### src/sv/brf_pkg.sv
package brf_pkg;

   // defaults for the top level parameters
   localparam int DEPTH_DEFAULT      = 1024;
   localparam int WORD_BYTES_DEFAULT = 8;

   // payload widths
   localparam int OP_W   = 3;
   localparam int DATA_W = 64;
   localparam int AMT_W  = 11;
   localparam int OFS_W  = 10;
   localparam int STS_W  = 2;
   localparam int CAP_W  = 11;
   localparam int CAP_MAX = (2 ** CAP_W) - 1;

   // widths of the byte steering fields, sized for at most eight lanes
   localparam int ROT_W = 3;
   localparam int CNT_W = 4;

   typedef enum logic [OP_W-1:0] {
      OP_WRITE = 3'd0,
      OP_READ  = 3'd1,
      OP_PEEK  = 3'd2,
      OP_DRAIN = 3'd3,
      OP_CLEAR = 3'd4
   } op_type;

   typedef enum logic [STS_W-1:0] {
      ST_OK       = 2'd0,
      ST_NO_SPACE = 2'd1,
      ST_NO_DATA  = 2'd2,
      ST_BAD_LEN  = 2'd3
   } status_type;

   // what the access stage hands to the result stage
   typedef struct packed {
      status_type         status;
      logic [CAP_W-1:0]   fill_level;
      logic [CAP_W-1:0]   free_space;
      logic [CNT_W-1:0]   byte_count;
      logic [ROT_W-1:0]   rot;
   } stage_type;

   // lane select bits: lanes are a power of two, at least two
   function automatic int bank_bits(input int word_bytes);
      return (word_bytes > 4) ? 3 : ((word_bytes > 2) ? 2 : 1);
   endfunction

   // ring position bits: a power of two ring covering the depth
   function automatic int addr_bits(input int depth, input int word_bytes);
      return ($clog2(depth) > bank_bits(word_bytes)) ?
             $clog2(depth) : bank_bits(word_bytes) + 1;
   endfunction

endpackage

### src/sv/brf_rsp_if.sv
interface brf_rsp_if import brf_pkg::*; ();
   logic              valid;
   logic              ready;
   logic [DATA_W-1:0] data_out;
   logic [STS_W-1:0]  status;
   logic [CAP_W-1:0]  fill_level;
   logic [CAP_W-1:0]  free_space;

   modport source (output valid, output data_out, output status, output fill_level,
                   output free_space, input ready);
   modport sink   (input valid, input data_out, input status, input fill_level,
                   input free_space, output ready);
endinterface

### src/sv/brf_out.sv
module brf_out import brf_pkg::*; #(
   parameter int WORD_BYTES = WORD_BYTES_DEFAULT,
   parameter int BSEL       = bank_bits(WORD_BYTES)
) (
   input  logic                     clock,
   input  logic                     reset,
   input  logic                     adv,
   input  logic                     s1_valid,
   input  stage_type                s1,
   input  logic [(2**BSEL)-1:0][7:0] bank_q,
   brf_rsp_if.source                rsp_if
);

   logic              rsp_valid_ff;
   logic [DATA_W-1:0] data_ff, data_in;
   logic [STS_W-1:0]  status_ff;
   logic [CAP_W-1:0]  fill_ff;
   logic [CAP_W-1:0]  free_ff;

   // rotate lanes back into fifo order, zero past the byte count
   always_comb begin
      data_in = '0;
      for (int i = 0; i < WORD_BYTES; i++) begin
         if (CNT_W'(i) < s1.byte_count) begin
            data_in[8*i +: 8] = bank_q[s1.rot[BSEL-1:0] + BSEL'(i)];
         end
      end
   end

   // result register
   always_ff @(posedge clock) begin
      if (reset) begin
         rsp_valid_ff <= 1'b0;
      end else if (adv) begin
         rsp_valid_ff <= s1_valid;
         data_ff      <= data_in;
         status_ff    <= s1.status;
         fill_ff      <= s1.fill_level;
         free_ff      <= s1.free_space;
      end
   end

   assign rsp_if.valid      = rsp_valid_ff;
   assign rsp_if.data_out   = data_ff;
   assign rsp_if.status     = status_ff;
   assign rsp_if.fill_level = fill_ff;
   assign rsp_if.free_space = free_ff;

endmodule

### src/flat_wrapper.sv
// flat-port wrapper written by rule: the top's interface ports become plain ports
module brf_out_flat import brf_pkg::*;
#(
   parameter int WORD_BYTES = WORD_BYTES_DEFAULT,
   parameter int BSEL       = bank_bits(WORD_BYTES)
)
  (clock, reset, adv, s1_valid, s1, bank_q, rsp_if_valid, rsp_if_data_out, rsp_if_status, rsp_if_fill_level, rsp_if_free_space, rsp_if_ready);
  brf_rsp_if rsp_if_i ();
  input  logic clock;
  input  logic reset;
  input  logic adv;
  input  logic s1_valid;
  input  stage_type s1;
  input  logic [(2**BSEL)-1:0][7:0] bank_q;
  output wire logic [$bits(rsp_if_i.valid)-1:0] rsp_if_valid;
  output wire logic [$bits(rsp_if_i.data_out)-1:0] rsp_if_data_out;
  output wire logic [$bits(rsp_if_i.status)-1:0] rsp_if_status;
  output wire logic [$bits(rsp_if_i.fill_level)-1:0] rsp_if_fill_level;
  output wire logic [$bits(rsp_if_i.free_space)-1:0] rsp_if_free_space;
  input wire logic [$bits(rsp_if_i.ready)-1:0] rsp_if_ready;
  assign rsp_if_valid = rsp_if_i.valid;
  assign rsp_if_data_out = rsp_if_i.data_out;
  assign rsp_if_status = rsp_if_i.status;
  assign rsp_if_fill_level = rsp_if_i.fill_level;
  assign rsp_if_free_space = rsp_if_i.free_space;
  assign rsp_if_i.ready = rsp_if_ready;
  brf_out #(.WORD_BYTES(WORD_BYTES), .BSEL(BSEL)) u_core (.clock(clock), .reset(reset), .adv(adv), .s1_valid(s1_valid), .s1(s1), .bank_q(bank_q), .rsp_if(rsp_if_i));
endmodule
### config.mk
export PLATFORM = sky130hd
export DESIGN_NAME = brf_out_flat
export DESIGN_NICKNAME = d
export VERILOG_FILES = /design/src/sv/brf_pkg.sv /design/src/sv/brf_rsp_if.sv /design/src/sv/brf_out.sv /design/src/flat_wrapper.sv
export SDC_FILE = /design/constraint.sdc
export NUM_CORES = 1
export LEC_CHECK = 0
export BUFFER_PORTS_ARGS = -buffer_cell sky130_fd_sc_hd__buf_2
export CORE_MARGIN = 10
export CORE_UTILIZATION = 55
export DETAILED_ROUTE_END_ITERATION = 16
export GPL_TIMING_DRIVEN = 0
export PLACE_DENSITY = 0.86
export SYNTH_ARGS = -nofsm -noshare
export SYNTH_HDL_FRONTEND = slang
export SYNTH_SLANG_ARGS = --single-unit
### constraint.sdc
create_clock -name clock -period 11 [get_ports clock]
set_input_delay 0.55 -clock clock [delete_from_list [all_inputs] [get_ports clock]]
set_output_delay 0.55 -clock clock [all_outputs]
set_load 0.05 [all_outputs]
==> results.py <==
metrics = {
    "pwr": {
        "p_switching_mw": 0.3617,
        "p_leak_nw": 2.902,
        "p_per_area_nw_per_um2": 143.8,
        "combPwrFrac": 0.332,
        "p_int_mw": 0.6530,
        "sw_frac_of_total": 0.3565,
        "finalPower_mw": 1.015,
        "clockPowerShare": 0.259,
        "ir_drop_v": 0.00006728,
        "power_frac_seq": 0.409,
    },
    "clock_network": {
        "post-cts-setup-buffer-count": 0,
        "cts_tree": "yes",
        "ctsResizeCount": 0,
        "clock_sinks": 89,
        "clk_pin_slew_ns": 0.11,
        "hold_buffers": 0,
        "cts-root-buf": "clkbuf_8",
        "cts_buffers": 9,
        "cts_max_level": 3,
        "clk_latency_ns": 0.37,
        "clk_path_buf_depth": 2,
    },
    "timing": {
        "finalMaxSlewViolations": 0,
        "tns_ns": 0,
        "finClkSkew_ns": 0,
        "clock.fmax_mhz": 340.4,
        "hold_viol": 0,
        "rsz0062_at_grt": "false",
        "finalCriticalPeriod_ns": 2.937,
        "setup_viol": 0,
        "relSlewSlack": 0.2450,
        "worst_slew_pin_slew_ns": 1.126,
        "post-route-period-util": 0.2670,
    },
    "global_routing": {
        "use_met3": 0.08788,
        "grt_pass1_vias": 5000,
        "grt.total_usage": 0.2530,
        "antenna_found_initial": 3,
        "grt_first_pass_wirelength_um": 28660,
        "top_usage_layer": "met2",
        "grt_start_max_net_pins": 40,
        "gr-total-overflow": 0,
        "met1_usage": 0.3011,
        "groute.layer.met2.usage": 0.4239,
    },
    "placed_design": {
        "portBuffers": 186,
        "placed_area_um2": 6822,
        "placed_cells": 764,
        "globalplace.congestion": 0.9799,
        "hpwl_um": 14880,
    },
    "synthesis": {
        "yosys.area_share.simple": 0.1147,
        "syn_inst": 440,
        "synth_top_family_by_area": "multiplexers",
        "ys_seq_area_frac": 0.4693,
        "synthAdderAreaFrac": 0.004411,
        "synth-compound-area-share": 0.05779,
        "synth_warnings": 0,
        "synth_area_leaders": "edfxtp_1, mux4_2, mux2i_1",
        "yosys.area_share.xor_xnor": 0.01345,
        "synthMuxAreaShare": 0.2993,
        "yosys.area.top_type": "edfxtp_1",
        "syn_area_um2": 5673,
        "syn_nets": 542,
        "ys_types": 37,
        "synth_top_cell_area_share": 0.4658,
        "avgSynthCellArea_um2": 12.89,
        "synth-seq-cells": 89,
    },
    "route": {
        "dr.first_iter.drc_count": 572,
        "dr.pass1.iters": 7,
        "wl_per_cell_um": 24.45,
        "ant_nets": 0,
        "routed_wl_um": 19120,
        "vias": 4897,
        "viasPerCell": 6.262,
        "drc": 0,
    },
    "worst_hold_path": {
        "hold_class": "in2reg",
        "min_path_cells": 1,
    },
    "critical_path": {
        "r2r_setup_slack_ns": 10.38,
        "reg2reg_to": "u_core.rsp_if.valid",
        "startpoint_type": "primary input",
        "worst-path-max-fanout": 10,
        "ff2ff_path_depth": 2,
        "startpoint": "s1[1]",
        "cp_data_arrival_time_ns": 3.09,
        "critical_path_class": "in2reg",
        "cp-end-kind": "register",
        "timing.rr.start": "u_core.rsp_if.valid",
        "endpoint": "u_core.rsp_if.data_out[57]",
        "worstPathRequired_ns": 11.15,
    },
    "die": {
        "core_region_area_um2": 10180,
        "die_y_um": 121.6,
        "die_x_um": 121.6,
        "design.die.area_um2": 14780,
        "rows": 37,
        "io_pins": 189,
        "start_util": 0.5570,
    },
    "finish": {
        "final_cell_mix": "buf_2, edfxtp_1, nand2_1, mux2i_1, mux4_2",
        "fin_nets": 741,
        "drive_above_1_share": 0.4674,
        "stdcell_area_um2": 7056,
        "final_common_cell": "buf_2",
        "syn2layout_area_growth_pct": 24.37,
        "fin_cells": 782,
    },
    "job": {
        "cap_viol_max_count": 0,
    },
    "status": {
        "status": "finished, final reports clean",
    },
}
[worst max-delay path: stages]
cell and delay (ns):
buf_2 0.12, buf_2 0.18, inv_2 0.18, buf_2 0.29, ha_1 0.27, buf_2 0.16, buf_4 0.18, nor2_1 0.67
a22oi_1 0.23, and4_1 0.25
[logic make-up (layout without fill, tap and decap cells)]
logic type,after synthesis,count (layout)
simple gates,151,151
mux,110,110
flops,89,89
compound gates,51,51
buf+inv,33,237
xor+xnor,4,4
fa+ha+maj,2,2
other cells,0,2
[Yosys cell counts, drive strengths merged]
cell type / instances
o22ai: 8
a31oi: 1
nor3: 1
o21ai: 1
nor2: 35
nand2: 86
nand4: 7
mux4: 46
nor2b: 2
a41oi: 1
dfxtp: 1
mux2i: 47
mux2: 17
a22oi: 7
buf: 26
ha: 2
nand2b: 1
a21oi: 24
inv: 3
edfxtp: 88
clkbuf: 4
xor2: 2
o21ba: 7
nor4: 1
and4: 8
a211oi: 1
nand3: 10
a21boi: 1
xnor2: 2
[worst min path at each step]
| stage | from | to | slack, ns |
|---|---|---|---|
| 6_report | s1[8] | u_core.rsp_if.free_space[1] | 0.35 |
| 5_1_grt | s1[20] | u_core.rsp_if.fill_level[2] | 0.33 |
| 4_1_cts | s1[20] | u_core.rsp_if.fill_level[2] | 0.34 |
| 3_5_place_dp | u_core.rsp_if.valid | u_core.rsp_if.valid | 0.53 |
| 3_3_place_gp | u_core.rsp_if.valid | u_core.rsp_if.valid | 0.47 |
| 2_1_floorplan | reset | u_core.rsp_if.valid | 0.62 |
[flip-flops by register name, indices dropped and copies added, names as in the netlist]
signal / count
u_core.rsp_if.data_out: 64
u_core.rsp_if.fill_level: 11
u_core.rsp_if.free_space: 11
u_core.rsp_if.status: 2
u_core.rsp_if.valid: 1
[layer usage]
layer,part of all wire,vias to the layer above,routed length [um]
li1,-,2106,-
met1,0.36,2370,6921
met2,0.49,374,9366
met3,0.13,45,2415
met4,0.021,2,395
met5,0.0010,-,20
[power by group through the flow]
stage / clock network (mW) / registers, mW / logic (mW)
floorplan: 0 / 0.521 / 0.139
global placement: 0 / 0.424 / 0.323
detailed placement: 0 / 0.423 / 0.332
CTS: 0.265 / 0.415 / 0.334
global route: 0.281 / 0.417 / 0.356
finish: 0.263 / 0.415 / 0.337
[cell type report]
type	count	area, um2
Fill cell	755	3129
Multi-Input combinational cell	318	2785
Sequential cell	89	2663
Timing Repair Buffer	188	970.9
Buffer	30	221.5
Tap cell	136	170.2
Clock buffer	9	123.9
Clock inverter	7	105.1
Inverter	3	11.26
Antenna cell	2	5.005
[metrics by stage]
step	hold slack (ns)	util	setup WS, ns
6_report	0.3462	0.6928	8.063
3_5_place_dp	0.5266	0.6698	7.767
5_1_grt	0.3253	0.6928	7.979
3_3_place_gp	0.4695	0.6651	4.729
2_1_floorplan	0.6224	-	5.984
4_1_cts	0.3425	0.6923	8.175
No activity file was read; power rests on OpenSTA's default activity.
