[src/sv/brf_pkg.sv]
package brf_pkg;

   // defaults for the top level parameters
   localparam int DEPTH_DEFAULT      = 1024;
   localparam int WORD_BYTES_DEFAULT = 8;

   // payload widths
   localparam int OP_W   = 3;
   localparam int DATA_W = 64;
   localparam int AMT_W  = 11;
   localparam int OFS_W  = 10;
   localparam int STS_W  = 2;
   localparam int CAP_W  = 11;
   localparam int CAP_MAX = (2 ** CAP_W) - 1;

   // widths of the byte steering fields, sized for at most eight lanes
   localparam int ROT_W = 3;
   localparam int CNT_W = 4;

   typedef enum logic [OP_W-1:0] {
      OP_WRITE = 3'd0,
      OP_READ  = 3'd1,
      OP_PEEK  = 3'd2,
      OP_DRAIN = 3'd3,
      OP_CLEAR = 3'd4
   } op_type;

   typedef enum logic [STS_W-1:0] {
      ST_OK       = 2'd0,
      ST_NO_SPACE = 2'd1,
      ST_NO_DATA  = 2'd2,
      ST_BAD_LEN  = 2'd3
   } status_type;

   // what the access stage hands to the result stage
   typedef struct packed {
      status_type         status;
      logic [CAP_W-1:0]   fill_level;
      logic [CAP_W-1:0]   free_space;
      logic [CNT_W-1:0]   byte_count;
      logic [ROT_W-1:0]   rot;
   } stage_type;

   // lane select bits: lanes are a power of two, at least two
   function automatic int bank_bits(input int word_bytes);
      return (word_bytes > 4) ? 3 : ((word_bytes > 2) ? 2 : 1);
   endfunction

   // ring position bits: a power of two ring covering the depth
   function automatic int addr_bits(input int depth, input int word_bytes);
      return ($clog2(depth) > bank_bits(word_bytes)) ?
             $clog2(depth) : bank_bits(word_bytes) + 1;
   endfunction

endpackage

[src/sv/brf_ctrl.sv]
module brf_ctrl import brf_pkg::*; #(
   parameter int DEPTH      = DEPTH_DEFAULT,
   parameter int WORD_BYTES = WORD_BYTES_DEFAULT,
   parameter int BSEL       = bank_bits(WORD_BYTES),
   parameter int AW         = addr_bits(DEPTH, WORD_BYTES)
) (
   input  logic                            clock,
   input  logic                            reset,
   input  logic                            adv,
   input  logic                            req_accept,
   input  logic [OP_W-1:0]                 operation,
   input  logic [DATA_W-1:0]               data_in,
   input  logic [AMT_W-1:0]                amount,
   input  logic [OFS_W-1:0]                offset,
   input  logic                            csr_we,
   input  logic [CAP_W-1:0]                csr_wdata,
   output logic [(2**BSEL)-1:0]            bank_we,
   output logic [(2**BSEL)-1:0][AW-BSEL-1:0] bank_addr,
   output logic [(2**BSEL)-1:0][7:0]       bank_wdata,
   output logic                            s1_valid,
   output stage_type                       s1
);

   localparam int BANKS   = 2 ** BSEL;
   localparam int CAP_TOP = (DEPTH > CAP_MAX) ? CAP_MAX : DEPTH;

   logic [CAP_W-1:0] cap_top;
   logic [AW-1:0]    head_ff, head_in;
   logic [AW-1:0]    tail_ff, tail_in;
   logic [CAP_W-1:0] count_ff, count_in;
   logic [CAP_W-1:0] cap_ff, cap_in;
   logic             s1_valid_ff;
   stage_type        s1_ff, s1_in;

   logic             bad_len;
   logic [CAP_W-1:0] room;
   logic [AMT_W:0]   peek_end;
   logic [AW-1:0]    start;
   logic             write_go;
   logic             read_go;
   status_type       status_v;

   logic [BANKS-1:0][BSEL-1:0] lane_idx;
   logic [BANKS-1:0][AW-1:0]   lane_pos;

   assign cap_top = CAP_W'(CAP_TOP);

   // length and fill checks
   assign bad_len  = (amount == '0) || (amount > AMT_W'(WORD_BYTES));
   assign room     = cap_ff - count_ff;
   assign peek_end = (AMT_W+1)'(offset) + (AMT_W+1)'(amount);

   // operation decode and pointer update
   always_comb begin
      head_in  = head_ff;
      tail_in  = tail_ff;
      count_in = count_ff;
      cap_in   = cap_ff;
      status_v = ST_OK;
      write_go = 1'b0;
      read_go  = 1'b0;
      start    = head_ff;
      case (operation)
         OP_WRITE: begin
            start = tail_ff;
            if (bad_len) begin
               status_v = ST_BAD_LEN;
            end else if (amount > room) begin
               status_v = ST_NO_SPACE;
            end else begin
               write_go = 1'b1;
               tail_in  = tail_ff + AW'(amount);
               count_in = count_ff + amount;
            end
         end
         OP_READ: begin
            if (bad_len) begin
               status_v = ST_BAD_LEN;
            end else if (amount > count_ff) begin
               status_v = ST_NO_DATA;
            end else begin
               read_go  = 1'b1;
               head_in  = head_ff + AW'(amount);
               count_in = count_ff - amount;
            end
         end
         OP_PEEK: begin
            start = head_ff + AW'(offset);
            if (bad_len) begin
               status_v = ST_BAD_LEN;
            end else if (peek_end > (AMT_W+1)'(count_ff)) begin
               status_v = ST_NO_DATA;
            end else begin
               read_go = 1'b1;
            end
         end
         OP_DRAIN: begin
            if (amount > count_ff) begin
               status_v = ST_NO_DATA;
            end else begin
               head_in  = head_ff + AW'(amount);
               count_in = count_ff - amount;
            end
         end
         OP_CLEAR: begin
            head_in  = '0;
            tail_in  = '0;
            count_in = '0;
         end
         default: begin
         end
      endcase
      // capacity write clamps and empties the ring
      if (csr_we) begin
         if (csr_wdata == '0) begin
            cap_in = CAP_W'(1);
         end else if (csr_wdata > cap_top) begin
            cap_in = cap_top;
         end else begin
            cap_in = csr_wdata;
         end
         head_in  = '0;
         tail_in  = '0;
         count_in = '0;
      end
   end

   // per lane byte slot and row
   always_comb begin
      for (int b = 0; b < BANKS; b++) begin
         lane_idx[b]   = BSEL'(b) - start[BSEL-1:0];
         lane_pos[b]   = start + AW'(lane_idx[b]);
         bank_addr[b]  = lane_pos[b][AW-1:BSEL];
         bank_wdata[b] = data_in[{lane_idx[b], 3'b000} +: 8];
         bank_we[b]    = req_accept && write_go && (AMT_W'(lane_idx[b]) < amount);
      end
   end

   // result fields for the next stage
   always_comb begin
      s1_in.status     = status_v;
      s1_in.fill_level = count_in;
      s1_in.free_space = cap_in - count_in;
      s1_in.byte_count = read_go ? CNT_W'(amount) : '0;
      s1_in.rot        = ROT_W'(start[BSEL-1:0]);
   end

   always_ff @(posedge clock) begin
      if (reset) begin
         head_ff     <= '0;
         tail_ff     <= '0;
         count_ff    <= '0;
         cap_ff      <= cap_top;
         s1_valid_ff <= 1'b0;
      end else begin
         if (req_accept || csr_we) begin
            head_ff  <= head_in;
            tail_ff  <= tail_in;
            count_ff <= count_in;
            cap_ff   <= cap_in;
         end
         if (adv) begin
            s1_valid_ff <= req_accept;
            s1_ff       <= s1_in;
         end
      end
   end

   assign s1_valid = s1_valid_ff;
   assign s1       = s1_ff;

endmodule

[config.mk]
export PLATFORM = sky130hd
export DESIGN_NAME = brf_ctrl
export DESIGN_NICKNAME = d
export VERILOG_FILES = /design/src/sv/brf_pkg.sv /design/src/sv/brf_ctrl.sv
export SDC_FILE = /design/constraint.sdc
export NUM_CORES = 1
export LEC_CHECK = 0
export BUFFER_PORTS_ARGS = -buffer_cell sky130_fd_sc_hd__buf_2
export CORE_MARGIN = 1.5
export CORE_UTILIZATION = 40
export CTS_BUF_LIST = sky130_fd_sc_hd__clkbuf_2 sky130_fd_sc_hd__clkbuf_4 sky130_fd_sc_hd__clkbuf_8
export CTS_CLUSTER_DIAMETER = 120
export DETAILED_ROUTE_END_ITERATION = 7
export HOLD_SLACK_MARGIN = 0.08
export PLACE_DENSITY = 0.63
export SLEW_MARGIN = 20
export SYNTH_ARGS = -nofsm -noshare
export SYNTH_HDL_FRONTEND = slang
export SYNTH_SLANG_ARGS = --single-unit
[constraint.sdc]
create_clock -name clock -period 7.4 [get_ports clock]
set_clock_uncertainty 0.05 [all_clocks]
set_input_delay 0.74 -clock clock [delete_from_list [all_inputs] [get_ports clock]]
set_output_delay 0.74 -clock clock [all_outputs]
set_load 0.005 [all_outputs]
==> results of run 1 <==
## synthesized netlist by cell type, types with 8 or more instances
cell / n / area share [%]
nand2_1: 201 / 6.9
fa_1: 8 / 1.5
o21ai_0: 35 / 1.6
mux2i_1: 72 / 6.6
o21a_1: 9 / 0.62
and2_1: 18 / 1.0
nand3_1: 27 / 1.2
nand4_1: 10 / 0.58
inv_1: 72 / 2.5
dfxtp_1: 43 / 7.9
a21oi_1: 86 / 4.0
clkbuf_1: 34 / 1.2
nor2_1: 112 / 3.9
ha_1: 125 / 14
nand2b_1: 13 / 0.75
nor3_1: 24 / 1.1
and3_1: 10 / 0.58
a21o_1: 28 / 1.9
mux4_2: 32 / 6.6
buf_1: 8 / 0.28
xnor2_1: 62 / 5.0
o21bai_1: 11 / 0.76
a22oi_1: 19 / 1.3
a31oi_1: 10 / 0.58
buf_2: 16 / 0.74
mux2_2: 16 / 1.7
edfxtp_1: 31 / 8.6
nor2b_1: 19 / 1.1
a211oi_1: 13 / 0.90
xor2_1: 30 / 2.4
## tightest hold or removal path: cells and delay by family (launching register included)
kind	cells	cell delay, ns
muxes	1	0.07
and+or+nand+nor	1	0.07
DFF	1	0.34
## through the flow
stage                     instance area, um^2  setup TNS [ns]  hold slack, ns
after floorplan                         10900               0           0.427
after global placement                  12500               0           0.421
after detailed placement                12500               0           0.430
after CTS                               12700               0           0.458
after global routing                    12700        -0.00305           0.520
final                                   12700               0           0.454
## registers in the layout, indices dropped and copies added (netlist names)
register  cells
head_ff      10
s1_valid      1
count_ff     11
cap_ff       11
tail_ff      10
s1           31
## power groups by stage
stage / Combinational (W) / Sequential [W] / Clock, W
floorplan: 0.000431 / 0.000459 / 0
finish: 0.000680 / 0.000450 / 0.000379
global placement: 0.000663 / 0.000459 / 0
CTS: 0.000675 / 0.000450 / 0.000388
detailed placement: 0.000671 / 0.000460 / 0
global route: 0.000750 / 0.000452 / 0.000402
## how the worst max path moves through the flow
stage                             startpoint                to  cells past startpoint  slack, ns
finish              count_ff[0]$_SDFFE_PP0N_  s1[16]$_DFFE_PP_                     28       0.59
global route        count_ff[0]$_SDFFE_PP0N_  s1[16]$_DFFE_PP_                     28     -0.003
CTS                 count_ff[0]$_SDFFE_PP0N_  s1[16]$_DFFE_PP_                     28       0.23
detailed placement  count_ff[0]$_SDFFE_PP0N_  s1[16]$_DFFE_PP_                     28       0.29
global placement    count_ff[0]$_SDFFE_PP0N_  s1[16]$_DFFE_PP_                     28       0.49
floorplan           count_ff[0]$_SDFFE_PP0N_  s1[16]$_DFFE_PP_                     29       1.21
## metal layers
metal,track usage (%),routed length (um),vias up
met5,0,0,-
met4,11.6,1420,0
met3,3.83,1850,76
met2,42.9,17400,375
met1,31.8,15800,5320
li1,-,-,5342
## layout make-up
type                       count  share of cell area (%)
tap                          341                    3.36
antenna                        4                  0.0787
clock buffer                  10                    1.03
multi-input combinational   1128                    67.3
clock inverter                 6                   0.709
timing repair buffer         275                    11.1
inverter                      81                    2.39
sequential                    74                    14.1
## cells by family (layout without fill, tap and decap cells)
kind of cell	count (synthesis)	in the layout	share of synthesized area [%]
buf+inv	141	372	5.14
compound gates	298	298	19.0
simple gates	485	485	21.2
mux	120	120	14.9
fa+ha+maj	133	133	15.9
other cells	0	4	0
flops	74	74	16.5
xor+xnor	92	92	7.42
==> metrics list, run 1 <==
* Result of the run: finished, final reports clean
- Placed cells: between 1500 and 2000
- Post-synth ARST share: 0%
- Dividing the detail-routed via count by the number of cells gives 5.79.
* Worst-path fanout max: 7
- Transition time at the pin with the least slew margin: around 1.1 ns
* Reg2reg start: count_ff[0]$_SDFFE_PP0N_
- Number of DRC violations after detailed routing: 0
- Number of placed I/O pins: roughly 260
- For this design, the sink count on the clock tree is 74.
- Setup violations remaining at the end of the flow were counted as 0.
- Clk pin slew, worst setup/hold paths: about 0.11 ns
* 1st-pass router iterations: 5
- Data on the critical path arrives at its endpoint at roughly 7.0 ns.
- Slowest stage delay, CP: 0.60 ns
- Pin count of the biggest net entering global routing: 51
- Width of the die: roughly 170 um
* HPWL after detailed placement: just under 30000 um
- Net switching is roughly two fifths of the power.
* Hold bufs inserted after CTS: 0
- Worst IR Drop VDD: ~0.078 mV
* Slowest stage cell, crit path: or4b_2
- Leading cell type in the layout, fill and taps excluded: buf_2
* R2r setup slk: just under 0.6 ns
* Post-DR wirelength/cell: 19.0 um
- Synth Flop Type: dfxtp_1
- Hold path depth: 2
- Across the run, the number of max-cap violations was 0.
- Non-filler instance count after layout: between 1500 and 2000
* 1st-iter DRT viols: 809
- The hold violation count in the final report was 0.
- Final core utilization: about 47%
- Routability congestion estimate from global placement: roughly 0.9
* Total Wirelength: around 36000 um
* Global-route congestion overflow total: 0
- Counting every instance in the synthesized netlist gives about 1300.
* Number of buffers added by the clock tree synthesis step: 9
- In this run, the clock network consumes 25.1% of the power.
* Total die area: between 20000 and 30000 um^2
* Final #Nets: 1806
- Count of buffering cells on the critical path with inverters included: 1
* Register area share after synthesis: roughly 17%
- Crit path time final: 6.81 ns
* Commonest non-fill, non-tap cells in the layout: 263 x buf_2, 201 x nand2_1, 125 x ha_1, 112 x nor2_1, 85 x a21oi_1
- Clock tree from TritonCTS: built
- Counting distinct cell types in the post-synthesis netlist gives 87.
* Reg-to-reg endpoint: s1[16]$_DFFE_PP_
- Measured in cells, the most critical reg-to-reg path has a length of 28.
- Total internal power: between 0.0009 and 0.001 W
* Total power after layout: about 0.0015 W
- Worst-skew pair later-pin latency: ~0.39 ns
* Die Height: between 150 and 200 um
- Multi-input gate area: between 8000 and 9000 um^2
- Post-synthesis net count: between 1500 and 2000
- Layout fillers: around 2600
* Tot GR Track Use: between 20 and 30%
- The initial antenna violation count is 3.
* Wire length of the first global-routing pass: about 56000 um
* Power density relative to cell area: between 100 and 150 nW/um^2
- Upper clock frequency limit: 0.147 GHz
- In this design, the largest share of critical-path delay is due to compound AO/OA/AOI/OAI gates.
- Combinational share of power: between 40% and 50%
- Final worst-path cycle share: between 90% and 100%
- In this run, flip-flops and latches consume between 20% and 30% of the power.
- Total number of vias: 11113
* Clock Root Buffer: clkbuf_8
- Input and output buffers added on the ports amount to ~260.
- The core region is between 20000 and 30000 um^2.
* Share of final-layout standard cells stronger than drive strength 1: between 20% and 30%
- Hold path start: s1_valid$_SDFFE_PP0P_
- Once detail routing completed, the nets flagged for antenna violations numbered 0.
* Starting density of the core: 40.5%
* Total of cells resized after clock tree synthesis: 0
- Counting flops with a built-in enable in the synthesized netlist gives 31.
- Post-synthesis area per instance: 8.08 um^2
- Timing analysis after detailed placement gives a worst setup slack of between 0.2 and 0.3 ns.
- The worst setup path is launched from a flop.
* Post-CTS Setup Inserts: 0
- The final-report max-slew violation count came to 0.
- Yosys reg bits: 74
- No sink is reached through more buffers than the 2 on the longest clock path.
- Type of destination of the critical path: flop
- Worst max-slew margin expressed relative to the limit: between 20% and 30%
* Vias in the first global route: 10508
- After layout, the worst setup slack is 0.591 ns.
- Path class of the lowest-slack min-delay path: flop to flop
- Worst hold path endpoint: s1_valid$_SDFFE_PP0P_
* Number of placement rows: 60
- The critical path in this run is classified as flop to flop.
* Cell area after synthesis: 10900 um^2
- In this run the number of H-tree levels came out at 3.
* Sequential Area: about 1800 um^2
- In this run the power spent charging and discharging nets is between 0.0005 and 0.0006 W.
- Leakage power figure: 6.20 nW
- Synthesis-to-finish area growth: 17.1%
- Number of warnings issued by yosys: 0
* Required @ worst endpoint: roughly 7.6 ns
Note: power is estimated with default switching activity, not from simulation.
==> inputs of run 2 (changes only) <==
--- a/config.mk
+++ b/config.mk
@@ -7,12 +7,11 @@
 export LEC_CHECK = 0
 export BUFFER_PORTS_ARGS = -buffer_cell sky130_fd_sc_hd__buf_2
 export CORE_MARGIN = 1.5
-export CORE_UTILIZATION = 40
-export CTS_BUF_LIST = sky130_fd_sc_hd__clkbuf_2 sky130_fd_sc_hd__clkbuf_4 sky130_fd_sc_hd__clkbuf_8
+export CORE_UTILIZATION = 51
 export CTS_CLUSTER_DIAMETER = 120
 export DETAILED_ROUTE_END_ITERATION = 7
 export HOLD_SLACK_MARGIN = 0.08
-export PLACE_DENSITY = 0.63
+export PLACE_DENSITY = 0.8
 export SLEW_MARGIN = 20
 export SYNTH_ARGS = -nofsm -noshare
 export SYNTH_HDL_FRONTEND = slang
==> constraint.sdc (replaced) <==
create_clock -name clock -period 6.02 [get_ports clock]
set_clock_uncertainty 0.05 [all_clocks]
set_input_delay 0.602 -clock clock [delete_from_list [all_inputs] [get_ports clock]]
set_output_delay 0.602 -clock clock [all_outputs]
set_load 0.005 [all_outputs]
==> run 2 against run 1 <==
First-iteration DRC count up 25%. Sequential power up 23%. Critical path depth up 2. Via count up 5.1%. Final area up 2.7%. Global-route usage up 7.6 points. Flip-flop and latch count unchanged. Worst hold slack worse by 0.0042 ns. Clock power up 59%. Non-clock buffer count up 32. Critical endpoint unchanged.
==> metrics list, run 2 (same netlist as run 1, synthesis figures left out) <==
- Switching component of the power: about 0.00075 W
- Vias in the first global route: ~11000
- Transition time at the pin with the least slew margin: between 0.7 and 0.8 ns
* Number of DRC violations after detailed routing: 0
- Area of the core: approximately 21000 um^2
- Startpoint types: flop
* Starting density of the core: between 50% and 60%
- Final-report max-slew violation count: 0
- No sink is reached through more buffers than the 2 on the longest clock path.
* Total Wirelength: ~38000 um
- Hold bufs inserted after CTS: 0
* Die Height: around 150 um
- Share of final-layout standard cells stronger than drive strength 1: a little over a quarter
- The count of nets left with antenna violations once routing finished came out at 0.
- Commonest non-fill, non-tap cells in the layout: 263 x buf_2, 201 x nand2_1, 123 x ha_1, 112 x nor2_1, 78 x a21oi_1
- Number of buffers added by the clock tree synthesis step: 9
- Detailed placement finished with a half-perimeter wire length of 29600 um.
* Total internal power: approximately 0.0013 W
- In this run the power density over the cells is 157 nW/um^2.
- On the critical path, the stage with the largest delay is an instance of or4b_4.
- Worst-path fanout max: 3
- Power comes to 0.00205 W.
- Critical path start-end classification: flop to flop
- Setup violations remaining at the end of the flow were counted as 0.
- Upper clock frequency limit: roughly 0.17 GHz
* Pin count of the biggest net entering global routing: 47
* Crit path time final: about 5.7 ns
- Required @ worst endpoint: 6.17 ns
- Clock power share: roughly 29%
- Power share of the sequential group: a little over a quarter
* Number of antenna violations at the first check in global routing: 6
* Wire length of the first global-routing pass: 57500 um
- TritonCTS built the clock tree.
* Worst max-slew margin expressed relative to the limit: 46.1%
- Compared with the post-synthesis result, the final layout area differs by 20.3%.
- Slowest stage delay, CP: about 0.48 ns
- Placed cells: between 1500 and 2000
- Post-DR wirelength/cell: 20.0 um
* 1st-pass router iterations: 8
- Routability congestion estimate from global placement: between 0.9 and 1
* Total number of vias: between 10000 and 15000
- VDD sags by at most around 0.12 mV.
- Global routing consumed, over all layers together, 33.0% of the routing resources.
- The library cell used most frequently in the layout, excluding fill and tap cells, is buf_2.
- Measured on the finished design, the core utilization comes to between 60 and 70%.
- H-tree levels: 3
- From left edge to right edge, the die measures between 100 and 150 um.
* Final #Nets: roughly 1800
- In this run, the number of DRC markers left after iteration 0 of detailed routing was 1013.
- Dividing the detail-routed via count by the number of cells gives 6.20.
* Global-route congestion overflow total: 0
* Number of placement rows: between 50 and 60
* Type of destination of the critical path: flop
- On the final layout, the worst hold slack is around 0.45 ns.
- Maximum Capacitance Violations: 0
- Leakage power figure: 6.41 nW
* Hold path start: s1_valid$_SDFFE_PP0P_
- After clock tree synthesis, the clock-pin slew on the worst setup and hold paths is ~0.07 ns.
- Path class of the lowest-slack min-delay path: flop to flop
* Number of placed I/O pins: approximately 260
- Worst endpoint data arrival time: roughly 6 ns
* Total die area: 22200 um^2
- In this run switching power makes up about 37% of total power.
- In this run the critical register-to-register path is launched from cap_ff[0]$_SDFFE_PP0N_.
- Final Hold Vio Count: 0
- Non-filler instance count after layout: 1886
* Final-layout setup total negative slack: 0 ns
* Cell repeated most along the worst path: a21oi_2
* Final worst-path cycle share: roughly 95%
* Combinational share of power: between 40% and 50%
* Number of sinks driven by the clock tree: 74
* Clock Root Buffer: clkbuf_16
- Flip-flop count of the largest register, all copies and words added: 31
- Worst-skew pair later-pin latency: between 0.3 and 0.4 ns
- Result of the run: finished, final reports clean
- In this run the tool buffered the top-level ports with around 260 buffer cells.
* Worst setup path start: cap_ff[0]$_SDFFE_PP0N_
run 2: final timing paths:
kind	end	slack, ns	depth (start not counted)
setup / recovery	s1[16]$_DFFE_PP_	0.28	30
setup reg to reg	s1[16]$_DFFE_PP_	0.28	30
hold reg to reg	s1_valid$_SDFFE_PP0P_	0.45	2
hold / removal	s1_valid$_SDFFE_PP0P_	0.45	2
run 2: final cells by class:
cell class / instances / area [um^2]
well taps: 275 / 344
repair buffers: 307 / 1650
flip-flops and latches: 74 / 1790
clock inverters: 6 / 90.1
diodes: 5 / 12.5
multi-input cells: 1128 / 8640
inverters: 81 / 304
fillers: 1835 / 7900
clock buffers: 10 / 229
run 2: per-layer routing:
layer	wire length [um]	track usage [%]	part of all wire [%]	vias to the layer above
met1	14700	39.8	39	5574
li1	-	-	-	5405
met5	13	0	0.034	-
met4	1530	16.1	4.0	2
met2	18600	56.5	49	593
met3	2920	5.72	7.7	110
run 2: what timing repair did:
| action | in CTS | in global routing |
|---|---|---|
| resized for setup | 3 | 24 |
| cloned | 0 | 0 |
| pin swaps | 2 | 12 |
| endpoints found under the setup margin | 1 | 4 |
| setup buffers | 0 | 3 |
run 2: critical path, delay by kind of cell (launching register included):
kind | cells | cell delay [ns]
and+or+nand+nor | 5 | 1.14
DFF | 1 | 0.31
buffers and inverters | 5 | 0.58
AOI/OAI and AO/OA | 16 | 2.41
adders and majority gates | 4 | 1.10
run 2: per-stage QoR:
stage	worst slack, ns	area (um^2)
2_1_floorplan	0.00727	10900
3_3_place_gp	0.0563	12600
3_5_place_dp	-0.147	12600
4_1_cts	0.00141	13000
5_1_grt	-0.0513	13100
6_report	0.279	13100
run 2: power by group through the flow:
stage	Clock, W	Sequential (W)	Combinational (W)
global placement	0	0.000565	0.000824
global route	0.000623	0.000556	0.000969
floorplan	0	0.000565	0.000535
CTS	0.000599	0.000554	0.000860
finish	0.000603	0.000554	0.000891
detailed placement	0	0.000565	0.000850
